===== src/hw/rtl/pes_pkg.sv =====
// Shared types, constants and colour tables for the palette emphasis scaler.
`timescale 1ns / 1ps
package pes_pkg;

	localparam int unsigned CODE_W     = 9;
	localparam int unsigned IDX_W      = 6;
	localparam int unsigned CHAN_W     = 8;
	localparam int unsigned FACTOR_W   = 11;
	localparam int unsigned PROD_W     = CHAN_W + FACTOR_W;
	localparam int unsigned ADDR_W     = 18;
	localparam int unsigned NUM_CHAN   = 3;

	localparam int unsigned DEF_LINE_WIDTH   = 256;
	localparam int unsigned DEF_FRAME_HEIGHT = 240;
	localparam int unsigned DEF_QUEUE_DEPTH  = 2;

	// Divide by 1000 as a multiply by ceil(2^32 / 1000) and a shift of 32; exact for
	// dividends below 2^18, which covers every unsaturated product.
	localparam int unsigned DIV_IN_W    = 18;
	localparam int unsigned RECIP_W     = 23;
	localparam int unsigned RECIP_SHIFT = 32;
	localparam int unsigned RECIP_PROD_W = DIV_IN_W + RECIP_W;
	localparam logic [RECIP_W-1:0] RECIP = RECIP_W'(4294968);
	localparam logic [PROD_W-1:0]  SAT_LIMIT = PROD_W'(256000);

	typedef logic [CHAN_W-1:0] chan_t;
	typedef chan_t [NUM_CHAN-1:0] rgb_t;          // [2] red, [1] green, [0] blue
	typedef logic [NUM_CHAN-1:0][FACTOR_W-1:0] factor_t;

	localparam chan_t CHAN_MAX = 8'hFF;

	typedef struct packed {
		logic [ADDR_W-1:0] addr;
		rgb_t              colour;
	} entry_t;

	function automatic rgb_t base_colour(input logic [IDX_W-1:0] idx);
		rgb_t c;
		case (idx)
			6'd0:  c = {8'd84,  8'd84,  8'd84};
			6'd1:  c = {8'd0,   8'd30,  8'd116};
			6'd2:  c = {8'd8,   8'd16,  8'd144};
			6'd3:  c = {8'd48,  8'd0,   8'd136};
			6'd4:  c = {8'd68,  8'd0,   8'd100};
			6'd5:  c = {8'd92,  8'd0,   8'd48};
			6'd6:  c = {8'd84,  8'd4,   8'd0};
			6'd7:  c = {8'd60,  8'd24,  8'd0};
			6'd8:  c = {8'd32,  8'd42,  8'd0};
			6'd9:  c = {8'd8,   8'd58,  8'd0};
			6'd10: c = {8'd0,   8'd64,  8'd0};
			6'd11: c = {8'd0,   8'd60,  8'd0};
			6'd12: c = {8'd0,   8'd50,  8'd60};
			6'd16: c = {8'd152, 8'd150, 8'd152};
			6'd17: c = {8'd8,   8'd76,  8'd196};
			6'd18: c = {8'd48,  8'd50,  8'd236};
			6'd19: c = {8'd92,  8'd30,  8'd228};
			6'd20: c = {8'd136, 8'd20,  8'd176};
			6'd21: c = {8'd160, 8'd20,  8'd100};
			6'd22: c = {8'd152, 8'd34,  8'd32};
			6'd23: c = {8'd120, 8'd60,  8'd0};
			6'd24: c = {8'd84,  8'd90,  8'd0};
			6'd25: c = {8'd40,  8'd114, 8'd0};
			6'd26: c = {8'd8,   8'd124, 8'd0};
			6'd27: c = {8'd0,   8'd118, 8'd40};
			6'd28: c = {8'd0,   8'd102, 8'd120};
			6'd32: c = {8'd236, 8'd238, 8'd236};
			6'd33: c = {8'd76,  8'd154, 8'd236};
			6'd34: c = {8'd120, 8'd124, 8'd236};
			6'd35: c = {8'd176, 8'd98,  8'd236};
			6'd36: c = {8'd228, 8'd84,  8'd236};
			6'd37: c = {8'd236, 8'd88,  8'd180};
			6'd38: c = {8'd236, 8'd106, 8'd100};
			6'd39: c = {8'd212, 8'd136, 8'd32};
			6'd40: c = {8'd160, 8'd170, 8'd0};
			6'd41: c = {8'd116, 8'd196, 8'd0};
			6'd42: c = {8'd76,  8'd208, 8'd32};
			6'd43: c = {8'd56,  8'd204, 8'd108};
			6'd44: c = {8'd56,  8'd180, 8'd204};
			6'd45: c = {8'd60,  8'd60,  8'd60};
			6'd48: c = {8'd236, 8'd238, 8'd236};
			6'd49: c = {8'd168, 8'd204, 8'd236};
			6'd50: c = {8'd188, 8'd188, 8'd236};
			6'd51: c = {8'd212, 8'd178, 8'd236};
			6'd52: c = {8'd236, 8'd174, 8'd236};
			6'd53: c = {8'd236, 8'd174, 8'd212};
			6'd54: c = {8'd236, 8'd180, 8'd176};
			6'd55: c = {8'd228, 8'd196, 8'd144};
			6'd56: c = {8'd204, 8'd210, 8'd120};
			6'd57: c = {8'd180, 8'd222, 8'd120};
			6'd58: c = {8'd168, 8'd226, 8'd144};
			6'd59: c = {8'd152, 8'd226, 8'd180};
			6'd60: c = {8'd160, 8'd214, 8'd228};
			6'd61: c = {8'd160, 8'd162, 8'd160};
			default: c = '0;
		endcase
		return c;
	endfunction

	// Emphasis factors in thousandths, red/green/blue.
	function automatic factor_t emphasis_factor(input logic [CODE_W-IDX_W-1:0] sel);
		factor_t f;
		case (sel)
			3'd0:    f = {11'd1000, 11'd1000, 11'd1000};
			3'd1:    f = {11'd1239, 11'd915,  11'd743};
			3'd2:    f = {11'd794,  11'd1086, 11'd882};
			3'd3:    f = {11'd1019, 11'd980,  11'd653};
			3'd4:    f = {11'd905,  11'd1026, 11'd1277};
			3'd5:    f = {11'd1023, 11'd908,  11'd979};
			3'd6:    f = {11'd741,  11'd987,  11'd1001};
			3'd7:    f = {11'd750,  11'd750,  11'd750};
			default: f = '0;
		endcase
		return f;
	endfunction

endpackage


===== src/hw/rtl/pes_pixel_if.sv =====
// Pixel input channel: valid/ready with the pixel code and frame start flag.
`timescale 1ns / 1ps
interface pes_pixel_if;
	import pes_pkg::*;

	logic              valid;
	logic              ready;
	logic [CODE_W-1:0] pixel_code;
	logic              frame_start;

	modport source (output valid, output pixel_code, output frame_start, input ready);
	modport sink   (input valid, input pixel_code, input frame_start, output ready);
endinterface


===== src/hw/rtl/pes_write_if.sv =====
// Framebuffer write channel: valid/ready with address, colour and run marker.
`timescale 1ns / 1ps
interface pes_write_if;
	import pes_pkg::*;

	logic              valid;
	logic              ready;
	logic [ADDR_W-1:0] write_address;
	logic [CHAN_W-1:0] red;
	logic [CHAN_W-1:0] green;
	logic [CHAN_W-1:0] blue;
	logic              last_of_run;

	modport source (output valid, output write_address, output red, output green,
		output blue, output last_of_run, input ready);
	modport sink   (input valid, input write_address, input red, input green,
		input blue, input last_of_run, output ready);
endinterface


===== src/hw/rtl/pes_front.sv =====
// Front end: position counters, palette lookup, emphasis multiply and divide.
`timescale 1ns / 1ps
module pes_front #(
	parameter int unsigned LINE_WIDTH   = pes_pkg::DEF_LINE_WIDTH,
	parameter int unsigned FRAME_HEIGHT = pes_pkg::DEF_FRAME_HEIGHT
) (
	input  logic             clk,
	input  logic             arst_n,
	pes_pixel_if.sink        pixel,
	output logic             push_valid,
	output pes_pkg::entry_t  push_entry,
	input  logic             push_ready
);
	import pes_pkg::*;

	localparam int unsigned COL_W = $clog2(LINE_WIDTH);
	localparam int unsigned ROW_W = $clog2(FRAME_HEIGHT);
	localparam int unsigned BLOCK_STRIDE = 4 * LINE_WIDTH;

	logic [COL_W-1:0] col_q, col_cur;
	logic [ROW_W-1:0] row_q, row_cur;
	logic             fire, adv_s2;

	rgb_t    base_c;
	factor_t fac;

	logic                          valid_s1, valid_s2;
	logic [ADDR_W-1:0]             addr_s1, addr_s2;
	logic [NUM_CHAN-1:0][PROD_W-1:0] prod_s1;
	logic [NUM_CHAN-1:0][RECIP_PROD_W-1:0] recip;
	chan_t [NUM_CHAN-1:0]          quot_s2;
	logic [NUM_CHAN-1:0]           sat_s2;

	assign adv_s2      = !valid_s2 || push_ready;
	assign pixel.ready = !valid_s1 || adv_s2;
	assign fire        = pixel.valid && pixel.ready;

	// frame start forces the top-left corner before this pixel
	assign col_cur = pixel.frame_start ? '0 : col_q;
	assign row_cur = pixel.frame_start ? '0 : row_q;

	assign base_c = base_colour(pixel.pixel_code[IDX_W-1:0]);
	assign fac    = emphasis_factor(pixel.pixel_code[CODE_W-1:IDX_W]);

	always_comb begin
		for (int c = 0; c < NUM_CHAN; c++) begin
			recip[c] = RECIP_PROD_W'(prod_s1[c][DIV_IN_W-1:0]) * RECIP_PROD_W'(RECIP);
		end
	end

	always_ff @(posedge clk or negedge arst_n) begin
		if (!arst_n) begin
			col_q    <= '0;
			row_q    <= '0;
			valid_s1 <= 1'b0;
			valid_s2 <= 1'b0;
		end else begin
			if (fire) begin
				if (col_cur == COL_W'(LINE_WIDTH - 1)) begin
					col_q <= '0;
					if (row_cur == ROW_W'(FRAME_HEIGHT - 1)) begin
						row_q <= '0;
					end else begin
						row_q <= row_cur + 1'b1;
					end
				end else begin
					col_q <= col_cur + 1'b1;
					row_q <= row_cur;
				end
			end
			if (pixel.ready) begin
				valid_s1 <= pixel.valid;
			end
			if (adv_s2) begin
				valid_s2 <= valid_s1;
			end
		end
	end

	always_ff @(posedge clk) begin
		if (fire) begin
			addr_s1 <= ADDR_W'(ADDR_W'(row_cur) * ADDR_W'(BLOCK_STRIDE))
				+ ADDR_W'({col_cur, 1'b0});
			for (int c = 0; c < NUM_CHAN; c++) begin
				prod_s1[c] <= PROD_W'(base_c[c]) * PROD_W'(fac[c]);
			end
		end
		if (adv_s2 && valid_s1) begin
			addr_s2 <= addr_s1;
			for (int c = 0; c < NUM_CHAN; c++) begin
				sat_s2[c]  <= prod_s1[c] >= SAT_LIMIT;
				quot_s2[c] <= recip[c][RECIP_SHIFT +: CHAN_W];
			end
		end
	end

	assign push_valid      = valid_s2;
	assign push_entry.addr = addr_s2;
	always_comb begin
		for (int c = 0; c < NUM_CHAN; c++) begin
			push_entry.colour[c] = sat_s2[c] ? CHAN_MAX : quot_s2[c];
		end
	end
endmodule


===== src/hw/rtl/pes_queue.sv =====
// Short FIFO of finished pixels between the front end and the write sequencer.
`timescale 1ns / 1ps
module pes_queue #(
	parameter int unsigned DEPTH = pes_pkg::DEF_QUEUE_DEPTH
) (
	input  logic            clk,
	input  logic            arst_n,
	input  logic            push_valid,
	input  pes_pkg::entry_t push_entry,
	output logic            push_ready,
	output logic            pop_valid,
	output pes_pkg::entry_t pop_entry,
	input  logic            pop_ready
);
	import pes_pkg::*;

	localparam int unsigned PTR_W = (DEPTH > 1) ? $clog2(DEPTH) : 1;
	localparam int unsigned CNT_W = $clog2(DEPTH + 1);

	entry_t             slots [DEPTH];
	logic [PTR_W-1:0]   wr_q, rd_q;
	logic [CNT_W-1:0]   count_q;
	logic               do_push, do_pop;

	assign push_ready = count_q != CNT_W'(DEPTH);
	assign pop_valid  = count_q != '0;
	assign pop_entry  = slots[rd_q];
	assign do_push    = push_valid && push_ready;
	assign do_pop     = pop_valid && pop_ready;

	always_ff @(posedge clk or negedge arst_n) begin
		if (!arst_n) begin
			wr_q    <= '0;
			rd_q    <= '0;
			count_q <= '0;
		end else begin
			if (do_push) begin
				wr_q <= (wr_q == PTR_W'(DEPTH - 1)) ? '0 : wr_q + 1'b1;
			end
			if (do_pop) begin
				rd_q <= (rd_q == PTR_W'(DEPTH - 1)) ? '0 : rd_q + 1'b1;
			end
			if (do_push && !do_pop) begin
				count_q <= count_q + 1'b1;
			end else if (do_pop && !do_push) begin
				count_q <= count_q - 1'b1;
			end
		end
	end

	always_ff @(posedge clk) begin
		if (do_push) begin
			slots[wr_q] <= push_entry;
		end
	end
endmodule


===== src/hw/rtl/pes_back.sv =====
// Write sequencer: emits the four words of each 2x2 block in order.
`timescale 1ns / 1ps
module pes_back #(
	parameter int unsigned LINE_WIDTH = pes_pkg::DEF_LINE_WIDTH
) (
	input  logic            clk,
	input  logic            arst_n,
	input  logic            pop_valid,
	input  pes_pkg::entry_t pop_entry,
	output logic            pop_ready,
	pes_write_if.source     fb_write
);
	import pes_pkg::*;

	localparam logic [ADDR_W-1:0] ROW_STRIDE = ADDR_W'(2 * LINE_WIDTH);

	typedef enum logic [1:0] {
		PH_TOP_LEFT,
		PH_TOP_RIGHT,
		PH_BOT_LEFT,
		PH_BOT_RIGHT
	} phase_t;

	phase_t            phase_q;
	logic              busy_q;
	entry_t            cur_q;
	logic              fire;
	logic [ADDR_W-1:0] offset;

	assign fire      = fb_write.valid && fb_write.ready;
	assign pop_ready = !busy_q || (fire && phase_q == PH_BOT_RIGHT);

	always_comb begin
		case (phase_q)
			PH_TOP_LEFT:  offset = '0;
			PH_TOP_RIGHT: offset = ADDR_W'(1);
			PH_BOT_LEFT:  offset = ROW_STRIDE;
			PH_BOT_RIGHT: offset = ROW_STRIDE + ADDR_W'(1);
			default:      offset = '0;
		endcase
	end

	always_ff @(posedge clk or negedge arst_n) begin
		if (!arst_n) begin
			busy_q  <= 1'b0;
			phase_q <= PH_TOP_LEFT;
		end else begin
			if (pop_ready) begin
				busy_q  <= pop_valid;
				phase_q <= PH_TOP_LEFT;
			end else if (fire) begin
				case (phase_q)
					PH_TOP_LEFT:  phase_q <= PH_TOP_RIGHT;
					PH_TOP_RIGHT: phase_q <= PH_BOT_LEFT;
					PH_BOT_LEFT:  phase_q <= PH_BOT_RIGHT;
					default:      phase_q <= PH_TOP_LEFT;
				endcase
			end
		end
	end

	always_ff @(posedge clk) begin
		if (pop_ready && pop_valid) begin
			cur_q <= pop_entry;
		end
	end

	assign fb_write.valid         = busy_q;
	assign fb_write.write_address = cur_q.addr + offset;
	assign fb_write.red           = cur_q.colour[2];
	assign fb_write.green         = cur_q.colour[1];
	assign fb_write.blue          = cur_q.colour[0];
	assign fb_write.last_of_run   = phase_q == PH_BOT_RIGHT;
endmodule


===== src/hw/rtl/nes_palette_emphasis_2x_scaler.sv =====
// Top level: palette lookup with colour emphasis and 2x2 framebuffer writes.
// Path: an accepted pixel word passes the product and divide stages, the queue and
// the sequencer; its four words follow on consecutive cycles when the sink is ready.
// Rate: the single write port carries four words per pixel and so sets the pixel rate;
// the front end accepts a word per cycle until the queue fills.
// Reset: asynchronous, clears the position counters, pipeline valids and queue.
`timescale 1ns / 1ps
module nes_palette_emphasis_2x_scaler #(
	parameter int unsigned LINE_WIDTH   = pes_pkg::DEF_LINE_WIDTH,
	parameter int unsigned FRAME_HEIGHT = pes_pkg::DEF_FRAME_HEIGHT,
	parameter int unsigned QUEUE_DEPTH  = pes_pkg::DEF_QUEUE_DEPTH
) (
	input  logic        clk,
	input  logic        arst_n,
	pes_pixel_if.sink   pixel,
	pes_write_if.source fb_write
);
	import pes_pkg::*;

	// Front to queue: finished colour and the block's top-left address.
	logic   push_valid, push_ready;
	entry_t push_entry;

	// Queue to sequencer.
	logic   pop_valid, pop_ready;
	entry_t pop_entry;

	// Front end: track position, look up the base colour, apply emphasis over two
	// stages (product, then divide by 1000 with saturation folded in at the output).
	pes_front #(
		.LINE_WIDTH   (LINE_WIDTH),
		.FRAME_HEIGHT (FRAME_HEIGHT)
	) u_front (
		.clk        (clk),
		.arst_n     (arst_n),
		.pixel      (pixel),
		.push_valid (push_valid),
		.push_entry (push_entry),
		.push_ready (push_ready)
	);

	// Decouple the front end from the sequencer so each may stall on its own.
	pes_queue #(
		.DEPTH (QUEUE_DEPTH)
	) u_queue (
		.clk        (clk),
		.arst_n     (arst_n),
		.push_valid (push_valid),
		.push_entry (push_entry),
		.push_ready (push_ready),
		.pop_valid  (pop_valid),
		.pop_entry  (pop_entry),
		.pop_ready  (pop_ready)
	);

	// Back end: hold one pixel and step through its four framebuffer words; pick up
	// the next pixel on the same edge that the last word is taken.
	pes_back #(
		.LINE_WIDTH (LINE_WIDTH)
	) u_back (
		.clk       (clk),
		.arst_n    (arst_n),
		.pop_valid (pop_valid),
		.pop_entry (pop_entry),
		.pop_ready (pop_ready),
		.fb_write  (fb_write)
	);
endmodule

===== src/flat_wrapper.sv =====
// flat-port wrapper written by rule: the top's interface ports become plain ports
module nes_palette_emphasis_2x_scaler_flat import pes_pkg::*;
#(
	parameter int unsigned LINE_WIDTH   = pes_pkg::DEF_LINE_WIDTH,
	parameter int unsigned FRAME_HEIGHT = pes_pkg::DEF_FRAME_HEIGHT,
	parameter int unsigned QUEUE_DEPTH  = pes_pkg::DEF_QUEUE_DEPTH
)
  (clk, arst_n, pixel_valid, pixel_pixel_code, pixel_frame_start, pixel_ready, fb_write_valid, fb_write_write_address, fb_write_red, fb_write_green, fb_write_blue, fb_write_last_of_run, fb_write_ready);
  pes_pixel_if pixel_i ();
  pes_write_if fb_write_i ();
  input  logic clk;
  input  logic arst_n;
  input wire logic [$bits(pixel_i.valid)-1:0] pixel_valid;
  input wire logic [$bits(pixel_i.pixel_code)-1:0] pixel_pixel_code;
  input wire logic [$bits(pixel_i.frame_start)-1:0] pixel_frame_start;
  output wire logic [$bits(pixel_i.ready)-1:0] pixel_ready;
  output wire logic [$bits(fb_write_i.valid)-1:0] fb_write_valid;
  output wire logic [$bits(fb_write_i.write_address)-1:0] fb_write_write_address;
  output wire logic [$bits(fb_write_i.red)-1:0] fb_write_red;
  output wire logic [$bits(fb_write_i.green)-1:0] fb_write_green;
  output wire logic [$bits(fb_write_i.blue)-1:0] fb_write_blue;
  output wire logic [$bits(fb_write_i.last_of_run)-1:0] fb_write_last_of_run;
  input wire logic [$bits(fb_write_i.ready)-1:0] fb_write_ready;
  assign pixel_i.valid = pixel_valid;
  assign pixel_i.pixel_code = pixel_pixel_code;
  assign pixel_i.frame_start = pixel_frame_start;
  assign pixel_ready = pixel_i.ready;
  assign fb_write_valid = fb_write_i.valid;
  assign fb_write_write_address = fb_write_i.write_address;
  assign fb_write_red = fb_write_i.red;
  assign fb_write_green = fb_write_i.green;
  assign fb_write_blue = fb_write_i.blue;
  assign fb_write_last_of_run = fb_write_i.last_of_run;
  assign fb_write_i.ready = fb_write_ready;
  nes_palette_emphasis_2x_scaler #(.LINE_WIDTH(LINE_WIDTH), .FRAME_HEIGHT(FRAME_HEIGHT), .QUEUE_DEPTH(QUEUE_DEPTH)) u_core (.clk(clk), .arst_n(arst_n), .pixel(pixel_i), .fb_write(fb_write_i));
endmodule

===== config.mk =====
export PLATFORM = sky130hd
export DESIGN_NAME = nes_palette_emphasis_2x_scaler_flat
export DESIGN_NICKNAME = d
export VERILOG_FILES = /design/src/hw/rtl/pes_pkg.sv /design/src/hw/rtl/pes_pixel_if.sv /design/src/hw/rtl/pes_write_if.sv /design/src/hw/rtl/pes_front.sv /design/src/hw/rtl/pes_queue.sv /design/src/hw/rtl/pes_back.sv /design/src/hw/rtl/nes_palette_emphasis_2x_scaler.sv /design/src/flat_wrapper.sv
export SDC_FILE = /design/constraint.sdc
export NUM_CORES = 1
export LEC_CHECK = 0
export BUFFER_PORTS_ARGS = -buffer_cell sky130_fd_sc_hd__clkbuf_2
export CORE_UTILIZATION = 60
export DETAILED_ROUTE_END_ITERATION = 6
export GPL_ROUTABILITY_DRIVEN = 0
export GPL_TIMING_DRIVEN = 0
export PLACE_DENSITY = 0.84
export SYNTH_ARGS = -nofsm -noshare
export SYNTH_HDL_FRONTEND = slang
export SYNTH_HIERARCHICAL = 1
export SYNTH_SLANG_ARGS = --single-unit

===== constraint.sdc =====
create_clock -name clk -period 7.6 [get_ports clk]
set_clock_uncertainty 0.05 [all_clocks]
set_input_delay 0.76 -clock clk [delete_from_list [all_inputs] [get_ports clk]]
set_output_delay 0.76 -clock clk [all_outputs]
set_load 0.01 [all_outputs]

==> results of run 1 <==
==> cell usage after synthesis, types with 25 or more instances <==
| library cell | number |
|---|---|
| inv_1 | 607 |
| ha_1 | 597 |
| fa_1 | 309 |
| edfxtp_1 | 237 |
| nor2_1 | 207 |
| nand2_1 | 128 |
| a21oi_1 | 119 |
| o21ai_0 | 81 |
| or2_2 | 61 |
| xnor2_1 | 52 |
| a21o_1 | 44 |
| nand3_1 | 40 |
| mux2_4 | 39 |
| nor2b_1 | 37 |
| clkbuf_1 | 31 |
| nand2b_1 | 30 |
| buf_4 | 29 |
| dfrtp_1 | 25 |
==> cells by family after synthesis <==
kind of cell,after synthesis
AO/OA/AOI/OAI,421
XOR/XNOR,71
adder cells (fa/ha/maj),906
buffers and inverters,691
flip-flops,262
multiplexers,47
other,1
AND/OR/NAND/NOR,600
==> layer usage <==
layer	track usage [%]	share of wire, %	vias to the layer above
li1	-	-	10186
met1	33.1	42	10403
met2	43.5	49	794
met3	3.68	6.6	174
met4	6.50	2.6	2
met5	0	0.026	-
==> critical path, stage by stage <==
cell and delay [ns]:
clkbuf_2 0.19, inv_1 0.33, ha_1 0.51, inv_1 0.28
nand2_1 0.18, o21ai_0 0.20, nand2b_1 0.21, o21ai_0 0.21
nand2_1 0.14, o211ai_1 0.15, o21ai_2 0.18, or2_2 0.34
fa_1 0.49, fa_1 0.49, inv_1 0.05, fa_1 0.48
inv_1 0.05, fa_1 0.48, inv_1 0.04, ha_1 0.30
o21ai_0 0.12, a21boi_0 0.16, o21a_1 0.19, nor2_1 0.20
o21bai_1 0.15, a41oi_1 0.30, nor2b_1 0.22, xnor2_1 0.08
==> sequential cells by signal, indices dropped and copies added, names as in the netlist, 16 cells and up <==
register                flops
u_core/u_front/addr_s1     16
u_core/u_front/prod_s1     52
u_core/u_queue/slots       84
u_core/u_front/quot_s2     24
u_core/u_back/cur_q        18
u_core/u_front/addr_s2     16
==> placed cells by master, fill, tap and decap left out, types with 8 or more instances in the layout <==
master / count
a211oi_1: 13
a21boi_0: 8
a21o_1: 44
a21oi_1: 117
a31oi_1: 19
and3_1: 13
buf_2: 11
buf_4: 29
clkbuf_1: 34
clkbuf_16: 27
clkbuf_2: 57
dfrtp_1: 25
edfxtp_1: 237
fa_1: 309
ha_1: 597
inv_1: 606
mux2_4: 39
nand2_1: 128
nand2b_1: 30
nand3_1: 40
nand4_1: 15
nor2_1: 206
nor2b_1: 37
nor3_1: 23
o211ai_1: 20
o21a_1: 19
o21ai_0: 81
o21bai_1: 12
o311ai_0: 9
or2_2: 61
xnor2_1: 52
xor2_1: 19
==> per-stage QoR <==
stage | TNS [ns] | cells
floorplan | 0 | 3000
global placement | -1.98 | 3737
detailed placement | -1.68 | 3742
CTS | 0 | 3792
global route | 0 | 3790
finish | 0 | 3791
==> layout make-up <==
class / instances / area (um^2)
Multi-Input combinational cell: 2047 / 20600
Fill cell: 3774 / 18000
Sequential cell: 262 / 7740
Inverter: 608 / 2280
Tap cell: 680 / 851
Clock buffer: 34 / 712
Buffer: 81 / 503
Timing Repair Buffer: 62 / 423
Clock inverter: 16 / 140
Antenna cell: 1 / 2.50
==> path summary, 6_finish.rpt <==
path / slack [ns] / startpoint / end / cells after the start
worst max register to register: 1.24 / u_core/u_front/prod_s1[16] / u_core/u_front/quot_s2[4] / 20
max in group asynchronous: 6.84 / arst_n / u_core/u_front/row_q[5] / 1
min in group clk: 0.37 / u_core/u_front/addr_s1[4] / u_core/u_front/addr_s2[4] / 0
worst min-delay path: 0.20 / arst_n / u_core/u_queue/count_q[1] / 1
worst max-delay path: 0.35 / pixel_pixel_code[1] / u_core/u_front/prod_s1[35] / 28
worst min register to register: 0.37 / u_core/u_front/addr_s1[4] / u_core/u_front/addr_s2[4] / 0
==> what timing repair did <==
action	4_1_cts	5_1_grt
hold buffers	0	0
gates resized for setup	0	7
setup endpoints to repair	0	12
==> flow_results.org, run 1 <==
** Route
- After detailed routing, the number of vias per cell comes to 5.69.
- WL per Instance :: 17.0 um
- The first detailed-routing pass ran for 6 iterations.
- The routed layout has 21559 vias.
- After detailed routing, the number of remaining DRC violations is 0.
- Once detail routing completed, the nets flagged for antenna violations numbered 0.
- Final Routed Wirelength :: 64.4 mm
- The first routing iteration left 1785 violations.

** STA
- The smallest clock period supported by the final layout is computed as 7.25 ns.
- Crit share post-route :: 95.4%
- For the pin with the worst max-slew slack, the measured transition is 0.984 ns.
- Count of final setup violators :: 0
- Number of pins exceeding their max-slew limit in the final report :: 0
- In this run the tightest slew margin relative to its limit is 34.1%.
- Setup slack closes at 0.350 ns.
- Based on the critical path, the design can be clocked at up to 0.138 GHz.
- Setup repair after global routing left no endpoint under its margin.
- Fin Hold WS :: 0.197 ns
- Hold violation count in the final report :: 0

** Global routing
- Global router's overall resource usage :: 25.2%
- Number of global-route vias before repair :: 22411
- Global routing finished with a remaining overflow of 0.
- Entering global routing, the biggest net connects 59 pins.
- The number of antenna violations at the first check in global routing came to 1.
- The first global-routing pass estimated 108 mm of wire.

** Clock tree
- Clock transition at the registers of the reported paths :: 0.06 ns
- Clock tree root driver cell :: clkbuf_16
- Number of clock sinks :: 262
- Post-CTS Setup Bufs :: 0
- Clock insertion delay at the later pin of the skew report :: 0.56 ns
- TritonCTS Buffers :: 27
- In this run the number of H-tree levels came out at 1.
- TritonCTS built the clock tree.
- CTS Buffer Depth :: 3

** Die
- The floorplan step set the die height to 230 um.
- The die covers 52800 um^2.
- The total area inside the core boundary comes to 51300 um^2.
- Boundary Pins :: 59
- Effective utilization at floorplan :: 60.6%
- The die is 230 um wide.
- The floorplan has 83 rows.

** Synthesis
- Of the total synthesized cell area, the portion taken by XOR and XNOR cells is 2.00%.
- The synthesized netlist devotes 8.70% of its cell area to compound gates.
- Adder-cell share of the synthesized area :: 43.9%
- Of all flip-flops after synthesis, the portion carrying an async set or reset was 9.54%.
- In this run, synthesis produced a sequential element count of 262.
- The synthesized design spends more area on one cell type than any other, namely ha_1.
- The synthesized netlist devotes 9.31% of its cell area to simple gates.
- Averaged over all synthesized cells, the footprint is 10.4 um^2.
- Measured against the total synthesized area, the mux share comes to 2.24%.
- Largest family of logic cells by synthesized area :: adder cells
- Counting flops with a built-in enable in the synthesized netlist gives 237.
- Of the synthesized area, sequential elements account for 24.9%.
- Post-synth design cell area :: 31100 um^2
- In this run, distinct cell masters in the synthesized netlist total 81.
- The most used flip-flop cell after synthesis is edfxtp_1.
- Count of mapped cells out of synthesis :: 2999
- The share of synthesized area in the top cell type comes to 24.0%.
- The Yosys step of the flow raised 6 warnings.
- By area the synthesized netlist is led by ha_1 (24%), edfxtp_1 (23%), fa_1 (20%).

** Finish
- Count of nets after finishing :: 4009
- The area growth from synthesis to layout is 6.95%.
- Of the cells placed in the final design, the portion with a size suffix greater than 1 is 8.84%.
- Once layout is done, the placed cells without fillers occupy 33300 um^2.
- For this run, the share of the core covered by cells in the final layout is 64.9%.

** Worst setup path
- In this run the worst path has a maximum fanout of 10.
- Critical path required time :: 7.86 ns
- Data arrival, critical path :: 7.51 ns
- Critical path class :: primary input to flop
- Critical Path End Type :: flop
- Type of origin of the critical path :: primary input

** Placement
- The placed instances occupy a cell area of 32400 um^2.
- Prior to clock tree synthesis, the placed netlist has a worst setup slack of -0.410 ns.
- The HPWL after detailed placement is 51.6 mm.
- Port buffering added 57 buffers.

** Worst hold path
- Worst min-delay path class :: primary input to async pin

** Status
- The run finished with clean final reports.

** Flow run
- Max capacitance violation total :: 0
Power of run 1 is not shown: default switching activity piles up to over one toggle a cycle in this logic, so the estimate is an artifact.
==> run 2, diff against run 1 <==
--- a/config.mk
+++ b/config.mk
@@ -11,6 +11,7 @@
 export GPL_ROUTABILITY_DRIVEN = 0
 export GPL_TIMING_DRIVEN = 0
 export PLACE_DENSITY = 0.84
+export REMOVE_ABC_BUFFERS = 1
 export SYNTH_ARGS = -nofsm -noshare
 export SYNTH_HDL_FRONTEND = slang
 export SYNTH_HIERARCHICAL = 1
==> run 2 against run 1 <==
The run now ends with design-rule violations left. Design area down 1.3%. First-iteration DRC count down 1.3%. Die area unchanged. Count of clock-buffer cells in the layout down 3. Global-route usage up 0.17 points. Maximum frequency up 0.35%.
==> flow_results.org, run 2 (synthesized netlist as in run 1, its figures left out) <==
** Finish
- The filler cells instantiated in the layout total 3688.
- Cells with a size suffix above 1 make up 7.72% of the layout.
- u_core/u_queue/slots holds more flip-flops than any other register.
- The repair_antennas step left the layout with diodes totalling 0.
- Top flop regs :: u_core/u_queue/slots: 84 flops, u_core/u_front/prod_s1: 52 flops, u_core/u_front/quot_s2: 24 flops
- After the last flow step, the layout net total stands at 3931.
- Core occupancy in the finished layout :: 64.0%
- Most common cell after layout, fill and taps aside :: inv_1
- From synthesis to final layout, the design area changed by 5.54%.
- Max FFs per register :: 84
- Most frequent cells in the layout :: inv_1 (605), ha_1 (597), fa_1 (309)

** Placement
- The HPWL after detailed placement is 51.8 mm.
- Input and output buffers added on the ports amount to 58.

** STA
- Upper clock frequency limit :: 0.138 GHz
- After layout, the worst path uses 95.1% of the clock period.
- Worst max-slew margin expressed relative to the limit :: 25.3%
- Hold violation count in the final report :: 0
- Setup violations remaining at the end of the flow were counted as 0.
- At the pin with the least slew margin, the transition time is 1.12 ns.
- The final max-slew violation count is 0.
- Final hold analysis gives a worst-case slack of 0.159 ns.
- The routed design could run at a clock period as short as 7.22 ns.

** Worst setup path
- Critical path class :: primary input to flop
- The critical path starts at pixel_pixel_code[1].
- The critical path runs through a total of 24 cells.
- Type of origin of the critical path :: primary input
- Number of buffer and inverter stages on the critical path :: 3
- Worst path most repeated cell :: a21oi_1
- At the worst endpoint, the arrival time is 7.48 ns.
- For this run, the slowest stage of the critical path takes 0.86 ns.
- In this run the critical register-to-register path is launched from u_core/u_front/prod_s1[16].
- In this design, the largest share of critical-path delay is due to compound AO/OA/AOI/OAI gates.
- Of all nets on the critical path, the largest fanout is 19.
- Logic depth of the worst register-to-register path :: 20
- Critical path required time :: 7.86 ns
- The worst setup path is captured at a flop.
- Among all stages on the critical path, the largest delay is contributed by a21oi_1.
- Walking the worst path, the cells encountered are clkbuf_2, clkinvlp_4, ha_1, inv_1, nor2_1, a22o_1, a21oi_1, nor2_1, a21oi_1, nor2_1, fa_1, fa_1, fa_1, ha_1, ha_1, a21o_1, a21oi_1, o21bai_1, a21oi_1, o21bai_1, a211oi_1, o21bai_1, a21oi_1, xnor2_1.

** Clock tree
- Clock tree synthesis inserted a total of 27 buffers.
- Clock tree root driver cell :: clkbuf_16
- Clock insertion delay at the later pin of the skew report :: 0.57 ns
- The clock net in this run drives a total of 262 sinks.
- CTS built an H-tree with a depth of 1.
- TritonCTS clock tree :: built
- Clock-pin slew was measured on the worst setup and hold paths at 0.07 ns.
- After clock tree synthesis, the flow added hold-fix buffers numbering 0.
- CTS Buffer Depth :: 3

** Route
- The detail route stage leaves a number of antenna-violating nets equal to 0.
- After detailed routing, the average wire length per cell comes to 17.7 um.
- For this run, design rule violations remaining after detail routing come to 1.
- After detailed routing, the number of vias per cell comes to 5.85.
- The final route contains 21716 vias.
- Final Routed Wirelength :: 65.7 mm
- Initial drt markers :: 1762
- Pre-antenna DRT Iters :: 7

** Status
- Run status :: finished with violations
- The checks that failed: design-rule violations.

** Die
- The core region is 51300 um^2.
- The die covers 52800 um^2.
- After floorplanning, the core was divided into 83 placement rows.
- From bottom edge to top edge, the die measures 230 um.
- For this design the top-level I/O count stands at 59.
- The floorplan step set the die width to 230 um.
- For this configuration, the core starts out at a cell density of 60.6%.

** Global routing
- Global router's overall resource usage :: 25.3%
- Global routing finished with a remaining overflow of 0.
- Wire length of the first global-routing pass :: 110 mm
- The number of antenna violations at the first check in global routing was 3.
- Number of global-route vias before repair :: 22892
- Largest net degree at the start of global routing :: 80

** Worst hold path
- Worst min-delay path class :: primary input to async pin

** Flow run
- The tool flagged a number of max-cap violations equal to 0.
-- run 2: changes by cell type in the layout (fill, tap and decap cells not counted), moves of 2 or more --
| cell | previous run | this run |
|---|---|---|
| o21ai_1 | 5 | 7 |
| clkinv_4 | 3 | 0 |
| buf_2 | 11 | 1 |
| clkbuf_1 | 34 | 4 |
| buf_4 | 29 | 1 |
| inv_6 | 1 | 3 |
| bufinv_16 | 1 | 4 |
| buf_16 | 5 | 1 |
| buf_1 | 7 | 0 |
-- run 2: final cells by class --
| type | instances | area [um^2] | area share, % |
|---|---|---|---|
| Tap cell | 680 | 851 | 2.59 |
| Inverter | 608 | 2290 | 6.97 |
| Sequential cell | 262 | 7740 | 23.6 |
| Clock buffer | 31 | 691 | 2.10 |
| Clock inverter | 18 | 223 | 0.678 |
| Timing Repair Buffer | 65 | 428 | 1.30 |
| Multi-Input combinational cell | 2047 | 20600 | 62.8 |
-- run 2: repair_timing --
action | 4_1_cts | 5_1_grt
setup endpoints to repair | 0 | 16
gates resized for setup | 0 | 7
buffers inserted | 0 | 1
hold endpoints to repair | 0 | 0
-- run 2: worst paths after layout --
path / end / slack (ns)
max in group asynchronous: u_core/u_queue/rd_q / 6.86
min in group clk: u_core/u_front/valid_s1 / 0.35
max: u_core/u_front/prod_s1[18] / 0.38
min reg2reg: u_core/u_front/addr_s2[10] / 0.37
min: u_core/u_back/phase_q[0] / 0.16
max reg2reg: u_core/u_front/quot_s2[4] / 0.98
-- run 2: metal layers --
| layer | wire length [um] | global-route usage (%) |
|---|---|---|
| met1 | 25900 | 31.1 |
| met2 | 33200 | 45.1 |
| met3 | 4220 | 3.58 |
| met4 | 2290 | 9.31 |
| met5 | 45 | 0 |
-- run 2: stage by stage --
step	setup TNS, ns	instances	setup slack [ns]	area [um^2]
final	0	3711	0.375	32800
after global routing	-0.000704	3711	-0.000704	32800
after CTS	0	3709	0.0538	32800
after detailed placement	-4.44	3660	-0.488	31900
after global placement	-1.31	3655	-0.267	31800
after floorplan	0	2917	1.36	30600
Power of run 2 is left out for the same reason.
